File: src/hw/rtl/assert_macros.svh
// ---------------------------------------------------------------------------
// Assertion macros
// Shared concurrent assertion forms for the RTL.
// ---------------------------------------------------------------------------
`ifndef ASSERT_MACROS_SVH
`define ASSERT_MACROS_SVH

// property must hold at every clock edge outside reset
`define ASSERT_ALWAYS(lbl, clk, rst, prop) \
   lbl: assert property (@(posedge clk) disable iff (rst) (prop)) \
      else $error("assertion failed");

// consequent must hold in the cycle after the antecedent
`define ASSERT_NEXT(lbl, clk, rst, ante, cons) \
   lbl: assert property (@(posedge clk) disable iff (rst) (ante) |=> (cons)) \
      else $error("assertion failed");

`endif

File: src/hw/rtl/dvsm_pkg.sv
// ---------------------------------------------------------------------------
// dvsm_pkg
// Types and constants of the door valve sequence monitor.
// ---------------------------------------------------------------------------
`default_nettype none

package dvsm_pkg;

   localparam int TIME_BITS_DEF = 16;
   localparam int NOW_W         = 16;
   localparam int CFG_W         = 16;
   localparam int CSR_IDX_W     = 2;

   localparam logic [CSR_IDX_W-1:0] CSR_ENABLE         = 2'd0;
   localparam logic [CSR_IDX_W-1:0] CSR_SWITCH_TIMEOUT = 2'd1;
   localparam logic [CSR_IDX_W-1:0] CSR_VALVE_SETTLE   = 2'd2;

   localparam logic [CFG_W-1:0] SWITCH_TIMEOUT_RST = 16'd3000;
   localparam logic [CFG_W-1:0] VALVE_SETTLE_RST   = 16'd500;

   localparam logic [1:0] PHASE_ARM    = 2'd0;
   localparam logic [1:0] PHASE_SWITCH = 2'd1;
   localparam logic [1:0] PHASE_VALVE  = 2'd2;
   localparam logic [1:0] PHASE_SPARE  = 2'd3;

   typedef struct packed {
      logic             door_input_low;
      logic             switch_low;
      logic             valve_low;
      logic             prevalve_low;
      logic             open_move_active;
      logic [NOW_W-1:0] now_ms;
   } req_type;

   typedef struct packed {
      logic switch_error;
      logic valve_error;
      logic prevalve_error;
      logic raise_alarm;
      logic any_error;
   } rsp_type;

   typedef struct packed {
      logic [1:0] phase;
      logic       switch_err;
      logic       valve_err;
      logic       prevalve_err;
   } flags_type;

   typedef struct packed {
      logic             enable;
      logic [CFG_W-1:0] switch_timeout_ms;
      logic [CFG_W-1:0] valve_settle_ms;
   } cfg_type;

endpackage

`default_nettype wire

File: src/hw/rtl/dvsm_step.sv
// ---------------------------------------------------------------------------
// dvsm_step
// Next-state logic of the monitor for one sample.
// ---------------------------------------------------------------------------
`default_nettype none

module dvsm_step
   import dvsm_pkg::*;
#(
   parameter int TIME_BITS = TIME_BITS_DEF
) (
   input  cfg_type              cfg,
   input  req_type              req,
   input  flags_type            cur,
   input  logic [TIME_BITS-1:0] start_cur,
   output flags_type            nxt,
   output logic [TIME_BITS-1:0] start_nxt,
   output logic                 alarm
);

   localparam int CMP_W = (TIME_BITS > CFG_W) ? TIME_BITS : CFG_W;

   logic [TIME_BITS-1:0] now_t;
   logic [TIME_BITS-1:0] elapsed;
   logic                 switch_late;
   logic                 valve_due;

   assign now_t       = TIME_BITS'(req.now_ms);
   assign elapsed     = now_t - start_cur;
   assign switch_late = CMP_W'(elapsed) >= CMP_W'(cfg.switch_timeout_ms);
   assign valve_due   = CMP_W'(elapsed) >= CMP_W'(cfg.valve_settle_ms);

   always_comb begin
      nxt       = cur;
      start_nxt = start_cur;
      alarm     = 1'b0;
      if (cfg.enable) begin
         if (req.door_input_low) begin
            unique case (cur.phase)
               PHASE_ARM: begin
                  nxt.phase = PHASE_SWITCH;
                  start_nxt = now_t;
               end
               PHASE_SWITCH: begin
                  if (req.switch_low) begin
                     if (switch_late) begin
                        nxt.switch_err = 1'b1;
                        alarm          = 1'b1;
                     end
                  end else begin
                     nxt.switch_err = 1'b0;
                     nxt.phase      = PHASE_VALVE;
                     start_nxt      = now_t;
                  end
               end
               PHASE_VALVE: begin
                  if (valve_due) begin
                     nxt.valve_err    = req.valve_low && !req.open_move_active;
                     nxt.prevalve_err = req.prevalve_low;
                     alarm = (req.valve_low && !req.open_move_active) || req.prevalve_low;
                  end
               end
               PHASE_SPARE: begin
                  nxt = cur;
               end
               default: begin
                  nxt = cur;
               end
            endcase
         end else begin
            nxt.phase        = PHASE_ARM;
            nxt.switch_err   = 1'b0;
            nxt.valve_err    = 1'b0;
            nxt.prevalve_err = 1'b0;
         end
      end
   end

endmodule

`default_nettype wire

File: src/hw/rtl/door_valve_sequence_monitor_core.sv
// Path: an accepted req goes from the input register to the result register and rsp_valid;
// a stalled rsp holds it. Throughput: one item per cycle unless rsp stalls; the phase and
// error update is one pass of compare logic between the two registers.
// Reset: synchronous, active high; phase, start time and error flags clear,
// enable=1, switch timeout=3000 ms, valve settle=500 ms.
// ---------------------------------------------------------------------------
// door_valve_sequence_monitor_core
// Door valve sequence monitor with valid/ready channels and a CSR write port.
// ---------------------------------------------------------------------------
`default_nettype none
`include "assert_macros.svh"

module door_valve_sequence_monitor_core
   import dvsm_pkg::*;
#(
   parameter int TIME_BITS = TIME_BITS_DEF
) (
   input  logic                 clock,
   input  logic                 reset,
   input  logic                 req_valid,
   output logic                 req_ready,
   input  req_type              req_data,
   output logic                 rsp_valid,
   input  logic                 rsp_ready,
   output rsp_type              rsp_data,
   input  logic                 csr_write_en,
   input  logic [CSR_IDX_W-1:0] csr_index,
   input  logic [CFG_W-1:0]     csr_wdata
);

   cfg_type              cfg_ff, cfg_in;
   logic                 in_valid_ff, in_valid_in;
   req_type              in_data_ff;
   logic                 rsp_valid_ff, rsp_valid_in;
   rsp_type              rsp_data_ff, rsp_data_in;
   flags_type            flags_ff, flags_in;
   logic [TIME_BITS-1:0] start_ff, start_in;
   logic                 alarm;
   logic                 advance;

   assign advance   = in_valid_ff && (!rsp_valid_ff || rsp_ready);
   assign req_ready = !in_valid_ff || advance;
   assign rsp_valid = rsp_valid_ff;
   assign rsp_data  = rsp_data_ff;

   dvsm_step #(
      .TIME_BITS (TIME_BITS)
   ) u_step (
      .cfg       (cfg_ff),
      .req       (in_data_ff),
      .cur       (flags_ff),
      .start_cur (start_ff),
      .nxt       (flags_in),
      .start_nxt (start_in),
      .alarm     (alarm)
   );

   always_comb begin
      cfg_in = cfg_ff;
      if (csr_write_en) begin
         unique case (csr_index)
            CSR_ENABLE:         cfg_in.enable            = csr_wdata[0];
            CSR_SWITCH_TIMEOUT: cfg_in.switch_timeout_ms = csr_wdata;
            CSR_VALVE_SETTLE:   cfg_in.valve_settle_ms   = csr_wdata;
            default:            cfg_in = cfg_ff;
         endcase
      end
   end

   always_comb begin
      in_valid_in  = req_ready ? req_valid : in_valid_ff;
      rsp_valid_in = advance ? 1'b1 : (rsp_valid_ff && !rsp_ready);
      rsp_data_in.switch_error   = flags_in.switch_err;
      rsp_data_in.valve_error    = flags_in.valve_err;
      rsp_data_in.prevalve_error = flags_in.prevalve_err;
      rsp_data_in.raise_alarm    = alarm;
      rsp_data_in.any_error      = flags_in.switch_err || flags_in.valve_err
                                   || flags_in.prevalve_err;
   end

   always_ff @(posedge clock) begin
      if (reset) begin
         cfg_ff.enable            <= 1'b1;
         cfg_ff.switch_timeout_ms <= SWITCH_TIMEOUT_RST;
         cfg_ff.valve_settle_ms   <= VALVE_SETTLE_RST;
         in_valid_ff              <= 1'b0;
         rsp_valid_ff             <= 1'b0;
         flags_ff.phase           <= PHASE_ARM;
         flags_ff.switch_err      <= 1'b0;
         flags_ff.valve_err       <= 1'b0;
         flags_ff.prevalve_err    <= 1'b0;
         start_ff                 <= '0;
      end else begin
         cfg_ff       <= cfg_in;
         in_valid_ff  <= in_valid_in;
         rsp_valid_ff <= rsp_valid_in;
         if (advance) begin
            flags_ff <= flags_in;
            start_ff <= start_in;
         end
      end
   end

   always_ff @(posedge clock) begin
      if (req_valid && req_ready) begin
         in_data_ff <= req_data;
      end
      if (advance) begin
         rsp_data_ff <= rsp_data_in;
      end
   end

   `ASSERT_ALWAYS(a_alarm_has_error, clock, reset,
      !rsp_valid_ff || !rsp_data_ff.raise_alarm || rsp_data_ff.any_error)
   `ASSERT_ALWAYS(a_no_spare_phase, clock, reset, flags_ff.phase != PHASE_SPARE)
   `ASSERT_NEXT(a_disabled_holds, clock, reset, advance && !cfg_ff.enable,
      $stable(flags_ff) && $stable(start_ff))
   `ASSERT_NEXT(a_no_alarm_disabled, clock, reset, advance && !cfg_ff.enable,
      !rsp_data_ff.raise_alarm)

endmodule

`default_nettype wire
File: config.mk
export PLATFORM = sky130hd
export DESIGN_NAME = door_valve_sequence_monitor_core
export DESIGN_NICKNAME = d
export VERILOG_FILES = /design/src/hw/rtl/dvsm_pkg.sv /design/src/hw/rtl/dvsm_step.sv /design/src/hw/rtl/door_valve_sequence_monitor_core.sv
export VERILOG_INCLUDE_DIRS = /design/src /design/src/hw/rtl
export SDC_FILE = /design/constraint.sdc
export NUM_CORES = 1
export LEC_CHECK = 0
export ABC_CLOCK_PERIOD_IN_PS = 7000
export BUFFER_PORTS_ARGS = -buffer_cell sky130_fd_sc_hd__buf_2
export CORE_ASPECT_RATIO = 1.2
export CORE_MARGIN = 5
export CORE_UTILIZATION = 50
export CTS_BUF_LIST = sky130_fd_sc_hd__clkbuf_4 sky130_fd_sc_hd__clkbuf_8
export DETAILED_ROUTE_END_ITERATION = 8
export MAX_ROUTING_LAYER = met4
export PLACE_DENSITY = 0.69
export SLEW_MARGIN = 30
export SYNTH_ARGS = -nofsm -noshare
export SYNTH_HDL_FRONTEND = slang
export SYNTH_SLANG_ARGS = --single-unit
File: constraint.sdc
create_clock -name clock -period 7 [get_ports clock]
set_clock_uncertainty 0.05 [all_clocks]
set_input_delay 1.4 -clock clock [delete_from_list [all_inputs] [get_ports clock]]
set_output_delay 1.4 -clock clock [all_outputs]
set_load 0.1 [all_outputs]
# After elaboration in Yosys (flattened, before gate mapping)
# Cells that the tools add are included.
[word_totals]
inputBits = 44
regBits = 82
elab_cells = 69
[classes]
n_lt_le_gt_ge = 2
addsub = 1
n_mux = 16
eq_ne = 7
reduce_logical = 22
[ops]
columns = ["cell", "n"]
rows = [
  [">= comparator 16 bit", 2],
  ["case mux 16 bit (2 select lines)", 1],
  ["two-way mux 16 bit", 1],
  ["subtractor 16 bit", 1],
  ["AND reduction 2 bit", 4],
  ["two-way mux 1 bit", 7],
  ["two-way mux 2 bit", 3],
  ["logical OR 1 bit", 5],
  ["two-way mux 5 bit", 1],
  ["AND reduction 5 bit", 1],
  ["== test 2 x 1 -> 1 bit, second input constant", 2],
  ["== test 2 bit, second input constant", 2],
  ["logical AND 1 bit", 4],
  ["zero test 1 bit", 4],
  ["zero test 2 bit", 2],
  ["case mux 2 bit (2 select lines)", 1],
  ["AND reduction 4 bit", 1],
  ["two-way mux 3 bit", 1],
  ["inequality test 3 x 1 -> 1 bit, second input constant", 1],
  ["inequality test 3 bit, second input constant", 1],
  ["inequality test 2 bit, second input constant", 1],
  ["case mux 1 bit (2 select lines)", 1],
  ["nonzero test 2 bit", 1],
]

# Logic depth before layout (Yosys ltp)
# Gate-level depths: netlist (run 1).
[depth]
depth_word = 9
ltp_mapped = 16

# Cells and area by module
# A second synthesis (run 1) with hierarchy kept.
[unflattened]
hier_cells = 557
area_unflattened_um2 = 5012.3
[modules_own_cells]
columns = ["mod", "seq_area_each_um2", "n_inst", "cells_each", "area_each_um2"]
rows = [
  ["door_valve_sequence_monitor_core", 1901.8, 1, 272, 3007.9],
  ["dvsm_step", 0.0, 1, 285, 2004.4],
]

# Worst setup path after synthesis (run 1)
# OpenSTA, ideal clock, no wires.
[synth_path]
path_kind = "input-to-output"
start = "in rsp_ready"
end = "out req_ready"
stages = 2
required_time_ns = 5.550
path_buffers = 0
setup_slack_ns = 3.391
arrival_ns = 2.159
cell_sequence = "nor2b_1 nand2_1"
[synth_between]
elab_chain_len = 3
[synth_lines]
columns = ["item", "line", "source"]
rows = [
  ["from (decl)", "door_valve_sequence_monitor_core.sv:24", "input logic rsp_ready,"],
  ["logical OR 1 bit", "door_valve_sequence_monitor_core.sv:41", "assign advance = in_valid_ff && (!rsp_valid_ff || rsp_ready);"],
  ["logical AND 1 bit", "door_valve_sequence_monitor_core.sv:41", ""],
  ["logical OR 1 bit", "door_valve_sequence_monitor_core.sv:42", "assign req_ready = !in_valid_ff || advance;"],
  ["to (decl)", "door_valve_sequence_monitor_core.sv:21", "output logic req_ready,"],
]
# Every way passes these cells.

==> results, run 1 <==
- Per report_power, the clock group accounts for 28.7% of the total.
- The remaining global-route overflow is 0.
- The delay of the slowest cell on the worst path is 0.36 ns.
- Sequential cells were found to cover 40.6% of the synthesized design area.
- Cells with a size suffix above 1 make up 14.9% of the layout.
- The setup TNS is 0 ns.
- The highest metal layer carrying signal wires in the routed design is met4.
- The number of hold buffers added after CTS was 0.
- The start-to-end type of the worst setup path is flop to flop.
- After synthesis, the mean cell area works out to 9.03 um2.
- After clock tree synthesis, the clock-pin slew on the worst setup and hold paths is 0.08 ns.
- The area of the core is 0.00908 mm2.
- The wire length the detailed router placed on met1 is 4390 um.
- The number of enable-type register cells in the synthesized netlist is 26.
- The initial antenna violation count is 0.
- The global-route wire length before repair is 16200 um.
- From synthesis to final layout, the design area changed by 11.0%.
- Summed over all cells, the static leakage comes to 0.00230 uW.
- The net switching power of the design is 309 uW.
- Entering global routing, the biggest net connects 58 pins.
- The category of cells accounting for the largest share of critical-path delay is compound AO/OA/AOI/OAI gates.
- The share of total power dissipated in combinational logic is 21.6%.
- The signal on the critical path passes through inv_1 -> ha_1 -> fa_1 -> nor2b_4 -> o31a_4 -> o311ai_4 -> a21oi_2 -> mux2_4 -> o2111ai_2 -> ha_1 -> nand2_1 -> nor4_4 -> o21ai_2 -> a31oi_2 -> a21oi_1 -> or3_1.
- The number of nets in the finished design is 661.
- The clock sink count is 82.
- After technology mapping, the gate count stands at 519.
- For this configuration, the core starts out at a cell density of 51.6%.
- Of all nets on the critical path, the largest fanout is 4.
- The post-synthesis register bit count is 82.
- The buffer type at the clock tree root is sky130_fd_sc_hd__clkbuf_8.
- After detailed routing, the met3 layer carries 315 um of wire.
- The number of inserted filler cells in the final layout is 820.
- The library cell appearing most often on the critical path is sky130_fd_sc_hd__ha_1.
- The first-iteration detailed-routing DRC count is 124.
- The worst hold path belongs to the class flop to flop.
- In this run the number of H-tree levels came out at 3.
- For the pin with the worst max-slew slack, the measured transition is 0.894 ns.
- Buffers inserted during clock tree synthesis total 9.
- Together, buffers and inverters on the worst path number 1.
- Based on the critical path, the design can be clocked at up to 258 MHz.
- In this run the horizontal extent of the chip is 98.4 um.
- TritonCTS built the clock tree.
- Yosys mapped the design onto 64 distinct sky130hd cell types.
- The net count of the mapped netlist is 614.
- The number of endpoints with negative hold slack in the final report is 0.
- The share of flip-flops with an asynchronous set or reset after synthesis is 0%.
- The area of the multi-input gates is 0.00248 mm2.
- Power spread over the standard cell area amounts to 202 mW/mm2.
- The worst path uses 55.4% of the clock period.
- Summing all placed instances gives a cell area of 0.00503 mm2.
- The flip-flop cell with the highest count after synthesis is sky130_fd_sc_hd__dfxtp_1.
- The tool flagged a number of max-cap violations equal to 0.
- Dividing the detail-routed wire length by the instance count gives 13.6 um.
- The design draws 1050 uW.
- The die covers 0.0114 mm2.
- The total detailed-routing wirelength is 9370 um.
- The slowest library cell on the worst path is sky130_fd_sc_hd__edfxtp_1.
- The summed area of non-filler cells in the final layout is 0.00520 mm2.
- The DRC violation count after routing is 0.
- The final route contains 3597 vias.
- The final antenna diode count is 0.
- VDD sags by at most 0.000113 V.
- The number of synthesis warnings is 0.
- The number of buffers inserted to repair setup after CTS is 0.
- The post-DP HPWL is 7100 um.
- The data required time at the worst endpoint is 7.06 ns.
- The internal cell power is 739 uW.
- Summing every instance area after synthesis gives 0.00468 mm2.
- The routed design uses 4460 um of met2 wire.
- The number of core rows is 38.
- The shortest period the worst path allows is 3.88 ns.
- The number of I/O pins is 51.
- For this run, the detailed router's first-pass iteration total came to 4.
- In this run switching power makes up 29.5% of total power.
- The remaining number of nets flagged by the antenna check after routing is 0.
- Routability-driven placement finished with a final weighted congestion of 0.896.
- Setup repair after global routing left no endpoint under its margin.
- The worst slew margin relative to its limit is 40.4%.
- The via count of the first global-routing pass came to 3516.
- The total global routing track utilization is 18.3%.
- STA classifies the critical path endpoint as a flop.
- Registers take 0.00190 mm2.
- In this run the deepest clock path goes through 2 buffers.
- The latest clock arrival within the worst-skew pair is 0.36 ns.
- After clock tree synthesis, the repair step resized 0 gates.
- The count of final max-slew check failures is 0.
- The via density per instance is 5.21.
- The flow ran to the end, and the final reports show no timing, DRC or antenna violations.
- The final number of setup-violating endpoints is 0.
- In this run the vertical extent of the chip is 116 um.
- Data on the critical path arrives at its endpoint at 3.93 ns.
- The type of origin of the critical path is a flop.
- Of the total power, registers draw 49.7%.
- The count of buffers added on input and output ports is 50.
[metrics by stage]
step | instances | util (%) | worst slack [ns] | hold WS, ns
after floorplan | 519 | - | 3.39 | 0.386
after global placement | 674 | 55.3 | 3.18 | 0.394
after detailed placement | 675 | 55.4 | 3.12 | 0.398
after CTS | 690 | 57.2 | 3.11 | 0.408
after global routing | 690 | 57.2 | 2.82 | 0.426
final | 690 | 57.2 | 3.12 | 0.409
[per-layer routing]
metal | up-vias | track usage (%)
met5 | - | -
met3 | 14 | 3.55
met4 | 0 | 7.92
met2 | 46 | 29.7
li1 | 1888 | -
met1 | 1649 | 22.3
[worst register-to-register path: stages, from the launching register on]
cell and delay, ns:
sky130_fd_sc_hd__edfxtp_1 0.36, sky130_fd_sc_hd__inv_1 0.08, sky130_fd_sc_hd__ha_1 0.20, sky130_fd_sc_hd__fa_1 0.27, sky130_fd_sc_hd__nor2b_4 0.06, sky130_fd_sc_hd__o31a_4 0.30, sky130_fd_sc_hd__o311ai_4 0.31, sky130_fd_sc_hd__a21oi_2 0.12
sky130_fd_sc_hd__mux2_4 0.22, sky130_fd_sc_hd__o2111ai_2 0.16, sky130_fd_sc_hd__ha_1 0.31, sky130_fd_sc_hd__nand2_1 0.10, sky130_fd_sc_hd__nor4_4 0.33, sky130_fd_sc_hd__o21ai_2 0.11, sky130_fd_sc_hd__a31oi_2 0.27, sky130_fd_sc_hd__a21oi_1 0.07
sky130_fd_sc_hd__or3_1 0.34
[flip-flops by register name, summed over array words and instances, names as in the netlist]
| register | cells |
|---|---|
| cfg_ff | 33 |
| in_data_ff | 21 |
| start_ff | 16 |
| flags_ff | 5 |
| rsp_data | 5 |
| in_valid_ff | 1 |
| rsp_valid | 1 |
[area by class of cell]
cell class | count | area share [%]
clock inverter | 4 | 0.361
multi-input combinational | 358 | 47.7
tap | 120 | 2.89
sequential | 82 | 36.6
clock buffer | 11 | 2.79
inverter | 64 | 4.62
timing repair buffer | 51 | 5.01
[layout by cell type, fill, tap and decap left out, types with 3 or more instances in the layout]
cell and count:
sky130_fd_sc_hd__a21oi_1 43, sky130_fd_sc_hd__nand3b_1 8, sky130_fd_sc_hd__o21ai_1 3, sky130_fd_sc_hd__ha_1 50, sky130_fd_sc_hd__xnor2_1 7, sky130_fd_sc_hd__or2_2 3
sky130_fd_sc_hd__nand2b_1 6, sky130_fd_sc_hd__a211oi_1 5, sky130_fd_sc_hd__o21ai_0 18, sky130_fd_sc_hd__clkbuf_8 10, sky130_fd_sc_hd__edfxtp_1 26, sky130_fd_sc_hd__nand3_1 4
sky130_fd_sc_hd__nand2_1 69, sky130_fd_sc_hd__and2_1 3, sky130_fd_sc_hd__a21o_1 4, sky130_fd_sc_hd__o21a_1 4, sky130_fd_sc_hd__buf_2 49, sky130_fd_sc_hd__and3_1 4
sky130_fd_sc_hd__mux2i_1 15, sky130_fd_sc_hd__or3_1 5, sky130_fd_sc_hd__nor2_1 43, sky130_fd_sc_hd__nand4_1 4, sky130_fd_sc_hd__inv_1 63, sky130_fd_sc_hd__nor2b_1 4
sky130_fd_sc_hd__nor3_1 5, sky130_fd_sc_hd__a211o_1 5, sky130_fd_sc_hd__dfxtp_1 56, sky130_fd_sc_hd__clkinv_2 3
[synthesized netlist by cell type (5+ instances only)]
cell | number | area [um2]
sky130_fd_sc_hd__nand2_1 | 69 | 259
sky130_fd_sc_hd__inv_1 | 63 | 236
sky130_fd_sc_hd__dfxtp_1 | 56 | 1120
sky130_fd_sc_hd__ha_1 | 50 | 626
sky130_fd_sc_hd__nor2_1 | 44 | 165
sky130_fd_sc_hd__a21oi_1 | 43 | 215
sky130_fd_sc_hd__edfxtp_1 | 26 | 781
sky130_fd_sc_hd__o21ai_0 | 18 | 90.1
sky130_fd_sc_hd__mux2i_1 | 15 | 150
sky130_fd_sc_hd__clkbuf_1 | 10 | 37.5
sky130_fd_sc_hd__nand3b_1 | 8 | 60.1
sky130_fd_sc_hd__xnor2_1 | 7 | 61.3
sky130_fd_sc_hd__nand2b_1 | 6 | 37.5
sky130_fd_sc_hd__a211o_1 | 5 | 43.8
sky130_fd_sc_hd__a211oi_1 | 5 | 37.5
sky130_fd_sc_hd__nor3_1 | 5 | 25.0
sky130_fd_sc_hd__or3_1 | 5 | 31.3
[logic make-up (layout without fill, tap and decap cells)]
kind of cell    count (synthesis)  after routing  share of synthesized area, %
compound gates                111            111                          16.3
xor+xnor                        8              8                          1.50
fa+ha+maj                      51             51                          13.8
buf+inv                        79            130                          6.49
flops                          82             82                          40.6
mux                            16             16                          3.53
simple gates                  172            172                          17.8
[power groups by stage]
stage / Sequential, uW / Clock (uW) / Combinational (uW)
floorplan: 539 / 0 / 163
global placement: 531 / 0 / 223
detailed placement: 532 / 0 / 226
CTS: 521 / 313 / 228
global route: 524 / 331 / 260
finish: 521 / 301 / 227
[path summary, 6_finish.rpt]
| path | from | to | slack, ns | cells after the start |
|---|---|---|---|---|
| setup / recovery | in_data_ff[0]$_DFFE_PP_ | rsp_data[0]$_DFFE_PP_ | 3.12 | 16 |
| hold / removal | cfg_ff[11]$_SDFFE_PP0P_ | cfg_ff[11]$_SDFFE_PP0P_ | 0.41 | 2 |
| hold reg to reg | cfg_ff[11]$_SDFFE_PP0P_ | cfg_ff[11]$_SDFFE_PP0P_ | 0.41 | 2 |
| setup reg to reg | in_data_ff[0]$_DFFE_PP_ | rsp_data[0]$_DFFE_PP_ | 3.12 | 16 |
(Power assumes the default switching activity.)
==> inputs of run 2 (changes only) <==
- ABC_AREA: unset -> 1
- ABC_CLOCK_PERIOD_IN_PS: 7000 -> 3660
- clock period: 7 -> 3.66 ns (I/O delays scaled with it)
==> results, run 2 <==
- Regs by FF count: cfg_ff x33, in_data_ff x21, start_ff x16 (unchanged).
- The number of instances resized during post-cts repair is 0 (unchanged).
- The capturing point of the worst reg2reg path is rsp_data[0]$_DFFE_PP_ (unchanged).
- The part of the total power dissipated in sequential elements is 47.5% (was 49.7%).
- The maximum achievable frequency is 300 MHz (was 258 MHz).
- The area of the core is 0.00861 mm2 (was 0.00908 mm2).
- The top register by number of flip-flops is cfg_ff (unchanged).
- The quantity of hold-fixing buffers added after cts was 0 (unchanged).
- The remaining number of nets flagged by the antenna check after routing was 0 (unchanged).
- The most instantiated library cell after synthesis is sky130_fd_sc_hd__inv_1 (was sky130_fd_sc_hd__nand2_1).
- The setup TNS is 0 ns (unchanged).
- The class of the tightest hold or removal check is flop to flop (unchanged).
- Cell types occupying the most area after synthesis: sky130_fd_sc_hd__dfxtp_1 (25%), sky130_fd_sc_hd__edfxtp_1 (18%), sky130_fd_sc_hd__ha_1 (14%), sky130_fd_sc_hd__inv_1 (7.4%), sky130_fd_sc_hd__a21oi_1 (7.2%) (was sky130_fd_sc_hd__dfxtp_1 (24%), sky130_fd_sc_hd__edfxtp_1 (17%), sky130_fd_sc_hd__ha_1 (13%), sky130_fd_sc_hd__nand2_1 (5.5%), sky130_fd_sc_hd__inv_1 (5.0%)).
- The library cell appearing most often on the critical path was sky130_fd_sc_hd__nand2_1 (was sky130_fd_sc_hd__ha_1).
- The cell area power density is 430 mW/mm2 (was 202 mW/mm2).
- The worst slew margin relative to its limit was 48.2% (was 40.4%).
- The endpoint kind of the worst setup timing path was a flop (unchanged).
- The largest voltage drop on the vdd net is 0.000257 V (was 0.000113 V).
- The routability congestion estimate was 0.888 (was 0.896).
- Commonest non-fill, non-tap cells in the layout: sky130_fd_sc_hd__inv_1 (87), sky130_fd_sc_hd__nand2_1 (82), sky130_fd_sc_hd__a21oi_1 (64) (was sky130_fd_sc_hd__nand2_1 (69), sky130_fd_sc_hd__inv_1 (63), sky130_fd_sc_hd__dfxtp_1 (56)).
- The leakage power of the design is 0.00230 uW (about the same).
- The worst reg-to-reg path cell count is 19 (was 16).
- The post-DP HPWL is 6730 um (was 7100 um).
- The via density per instance came to 5.01 (was 5.21).
- The latest clock arrival within the worst-skew pair is 0.35 ns (was 0.36 ns).
- The shortest period the worst path allows is 3.33 ns (was 3.88 ns).
- The slew at the pin closest to its max-slew limit is 0.776 ns (was 0.894 ns).
- The initial antenna violation count is 0 (unchanged).
- Cells along the critical path: inv_1 -> ha_1 -> fa_1 -> o21ai_2 -> a31oi_1 -> o21ai_2 -> a21oi_2 -> xnor2_1 -> ha_1 -> nand2_1 -> o21ai_0 -> a21oi_1 -> nand3_1 -> nand2_1 -> nand2_1 -> nand2_1 -> nand2_1 -> nor2_2 -> nand2_1 (was inv_1 -> ha_1 -> fa_1 -> nor2b_4 -> o31a_4 -> o311ai_4 -> a21oi_2 -> mux2_4 -> o2111ai_2 -> ha_1 -> nand2_1 -> nor4_4 -> o21ai_2 -> a31oi_2 -> a21oi_1 -> or3_1).
- The data required time at the worst endpoint is 3.71 ns (was 7.06 ns).
- The total instance count after detailed placement is 678 (was 675).
- The remaining global-route overflow came to 0 (unchanged).
- The DRC violation count after routing was 0 (unchanged).
- The CTS H-tree depth was 3 (unchanged).
- The via count of the first global-routing pass is 3452 (was 3516).
- Setup repair after global routing missed its margin: no (unchanged).
- The start of the worst register-to-register path is in_data_ff[0]$_DFFE_PP_ (unchanged).
- Outcome: complete, no violations (unchanged).
- The final number of setup-violating endpoints is 0 (unchanged).
- The dominant cell type by area after synthesis is sky130_fd_sc_hd__dfxtp_1 (unchanged).
- The number of enable-type register cells in the synthesized netlist is 26 (unchanged).
- The clock group share of total power is 27.0% (was 28.7%).
- The net count of the mapped netlist is 615 (was 614).
- The number of core rows is 37 (was 38).
- The data arrival time of the critical path is 3.39 ns (was 3.93 ns).
- The floorplan die height was 113 um (was 116 um).
- The count of mapped cells out of synthesis was 520 (was 519).
- The number of instances on the worst hold path is 2 (unchanged).
- The CTS tree is built (unchanged).
- The buffer type at the clock tree root is sky130_fd_sc_hd__clkbuf_8 (unchanged).
- The count of input and output buffers is 50 (unchanged).
- The number of endpoints with negative hold slack in the final report is 0 (unchanged).
- The category of cells accounting for the largest share of critical-path delay is adder cells (was compound AO/OA/AOI/OAI gates).
- The netlist area before placement is 0.00443 mm2 (was 0.00468 mm2).
- The beginning of the worst hold path is start_ff[10]$_SDFFE_PP0P_ (was cfg_ff[11]$_SDFFE_PP0P_).
- The count of final max-slew check failures is 0 (unchanged).
- The share of flip-flops with an asynchronous set or reset after synthesis is 0% (unchanged).
- The pin count of the biggest net entering global routing was 50 (was 58).
- The internal cell power is 1480 uW (was 739 uW).
- The overall die area is 0.0109 mm2 (was 0.0114 mm2).
- The leading cell type in the layout, fill and taps excluded is sky130_fd_sc_hd__inv_1 (was sky130_fd_sc_hd__nand2_1).
- The first-iteration detailed-routing DRC count is 194 (was 124).
- The count of TritonRoute iterations in the first routing pass is 4 (unchanged).
- The combinational share of power is 25.5% (was 21.6%).
- The largest fanout on the critical path is 3 (was 4).
- The number of buffers inserted to repair setup after CTS is 0 (unchanged).
- The flop-to-flop setup slack is 0.33 ns (was 3.12 ns).
- Ranking of synthesized cells by instance count: sky130_fd_sc_hd__inv_1 (87), sky130_fd_sc_hd__nand2_1 (82), sky130_fd_sc_hd__a21oi_1 (64) (was sky130_fd_sc_hd__nand2_1 (69), sky130_fd_sc_hd__inv_1 (63), sky130_fd_sc_hd__dfxtp_1 (56)).
- The filler-free cell count of the finished design came to 692 (was 690).
- The type of origin of the critical path is a flop (unchanged).
- The delay of the slowest cell on the worst path was 0.42 ns (was 0.36 ns).
- The total power came to 2130 uW (was 1050 uW).
- The clock-pin slew on the worst setup and hold paths is 0.08 ns (about the same).
- The final clock period utilization by the worst path is 91.1% (was 55.4%).
- The post-synthesis register bit count is 82 (unchanged).
- The switching share of power is 30.7% (was 29.5%).
- The post-synthesis average cell area was 8.53 um2 (was 9.03 um2).
- The final antenna diode count is 0 (unchanged).
- The average wire per standard cell is 12.5 um (was 13.6 um).
- The slowest library cell on the worst path is sky130_fd_sc_hd__fa_1 (was sky130_fd_sc_hd__edfxtp_1).
- The TritonCTS buffer count is 9 (unchanged).
- The hold path endpoint is start_ff[10]$_SDFFE_PP0P_ (was cfg_ff[11]$_SDFFE_PP0P_).
- The number of I/O pins was 51 (unchanged).
- The sequential fraction of the synthesis area is 42.9% (was 40.6%).
- The number of distinct standard cells referenced by the synthesized netlist is 33 (was 64).
- The minimum setup slack in the final design was 0.327 ns (was 3.12 ns).
- The net switching power of the design is 654 uW (was 309 uW).
- The area fraction of the dominant cell type after synthesis is 25.3% (was 23.9%).
- The share of cells above drive strength 1 is 15.3% (was 14.9%).
- The global-route wire length before repair is 14900 um (was 16200 um).
- The start-to-end type of the worst setup path is flop to flop (unchanged).
- The detailed-route via count is 3467 (was 3597).
- The clock sink count is 82 (unchanged).
- The cell depth of the worst setup path is 19 (was 16).
- The number of buffers and inverters on the critical path is 1 (unchanged).
- The starting density of the core is 51.5% (was 51.6%).
- The total global routing track utilization is 17.8% (was 18.3%).
- The signed area change from the synthesized netlist to the final layout is 11.9% (was 11.0%).
- The reported max-cap violation count is 0 (unchanged).
- The total detailed-routing wirelength is 8630 um (was 9370 um).
- The number of flip-flops in the largest register is 33 (unchanged).
- The number of nets in the finished design was 667 (was 661).
- The flip-flop cell with the highest count after synthesis is sky130_fd_sc_hd__dfxtp_1 (unchanged).
- The worst slack after detailed placement is 0.322 ns (was 3.12 ns).
- The chip width is 96.0 um (was 98.4 um).
- The number of synthesis warnings was 0 (unchanged).
- The deepest clock path buffer count is 2 (unchanged).
## run 2: changes by cell type after synthesis, sizes merged, moves of 6 or more
| cell | previous run | this run |
|---|---|---|
| inv | 64 | 89 |
| nor2 | 44 | 19 |
| a21oi | 44 | 68 |
| o21ai | 22 | 46 |
| nand2 | 69 | 88 |
| mux2i | 15 | 0 |
| nand3 | 4 | 18 |
| o211ai | 3 | 13 |
| nand3b | 9 | 0 |
| xor2 | 1 | 9 |
| nand2b | 6 | 0 |
## run 2: layout make-up
type	instances	area [um2]
clock inverters	1	5.00
fillers	812	3650
well taps	117	146
repair buffers	53	273
clock buffers	13	160
inverters	89	334
multi-input cells	337	2140
flip-flops and latches	82	1900
## run 2: kinds of logic after synthesis
family | Yosys count | share of synthesized area (%)
xor+xnor | 15 | 2.96
flops | 82 | 42.9
simple gates | 133 | 12.9
compound gates | 138 | 17.7
buf+inv | 101 | 9.00
fa+ha+maj | 51 | 14.6
## run 2: stage by stage
stage	utilization, %	hold slack, ns	instance area, um2
after global routing	57.6	0.436	4960
after global placement	55.6	0.394	4790
after CTS	57.5	0.412	4950
after floorplan	-	0.383	4430
after detailed placement	55.6	0.400	4790
final	57.6	0.409	4960
## run 2: worst max path at each step
| stage | endpoint | start | slack (ns) |
|---|---|---|---|
| 3_5_place_dp | rsp_data[0]$_DFFE_PP_ | in_data_ff[0]$_DFFE_PP_ | 0.32 |
| 3_3_place_gp | rsp_data[0]$_DFFE_PP_ | in_data_ff[0]$_DFFE_PP_ | 0.43 |
| 2_1_floorplan | rsp_data[0]$_DFFE_PP_ | in_data_ff[0]$_DFFE_PP_ | 0.67 |
| 4_1_cts | rsp_data[0]$_DFFE_PP_ | in_data_ff[0]$_DFFE_PP_ | 0.30 |
| 5_1_grt | rsp_data[0]$_DFFE_PP_ | in_data_ff[0]$_DFFE_PP_ | 0.03 |
| 6_report | rsp_data[0]$_DFFE_PP_ | in_data_ff[0]$_DFFE_PP_ | 0.33 |
## run 2: power by group through the flow
stage | logic, uW | clock network [uW] | registers (uW)
floorplan | 392 | 0 | 1050
global placement | 524 | 0 | 1030
detailed placement | 541 | 0 | 1030
CTS | 545 | 595 | 1010
global route | 629 | 633 | 1020
finish | 544 | 576 | 1010
## run 2: worst reg2reg max path: cells and delay by family, from the launching register on
kind,cells,cell delay [ns]
fa+ha+maj,3,0.93
simple gates,8,0.62
xor+xnor,1,0.23
compound gates,6,0.87
flops,1,0.33
buf+inv,1,0.06
## run 2: per-layer routing
layer  wire length (um)  part of all wire, %  global-route usage (%)
met2               4170                   48                    28.4
met1               3980                   46                    21.9
met3                380                  4.4                    3.19
met5                  0                    0                       -
met4                101                  1.2                    7.87
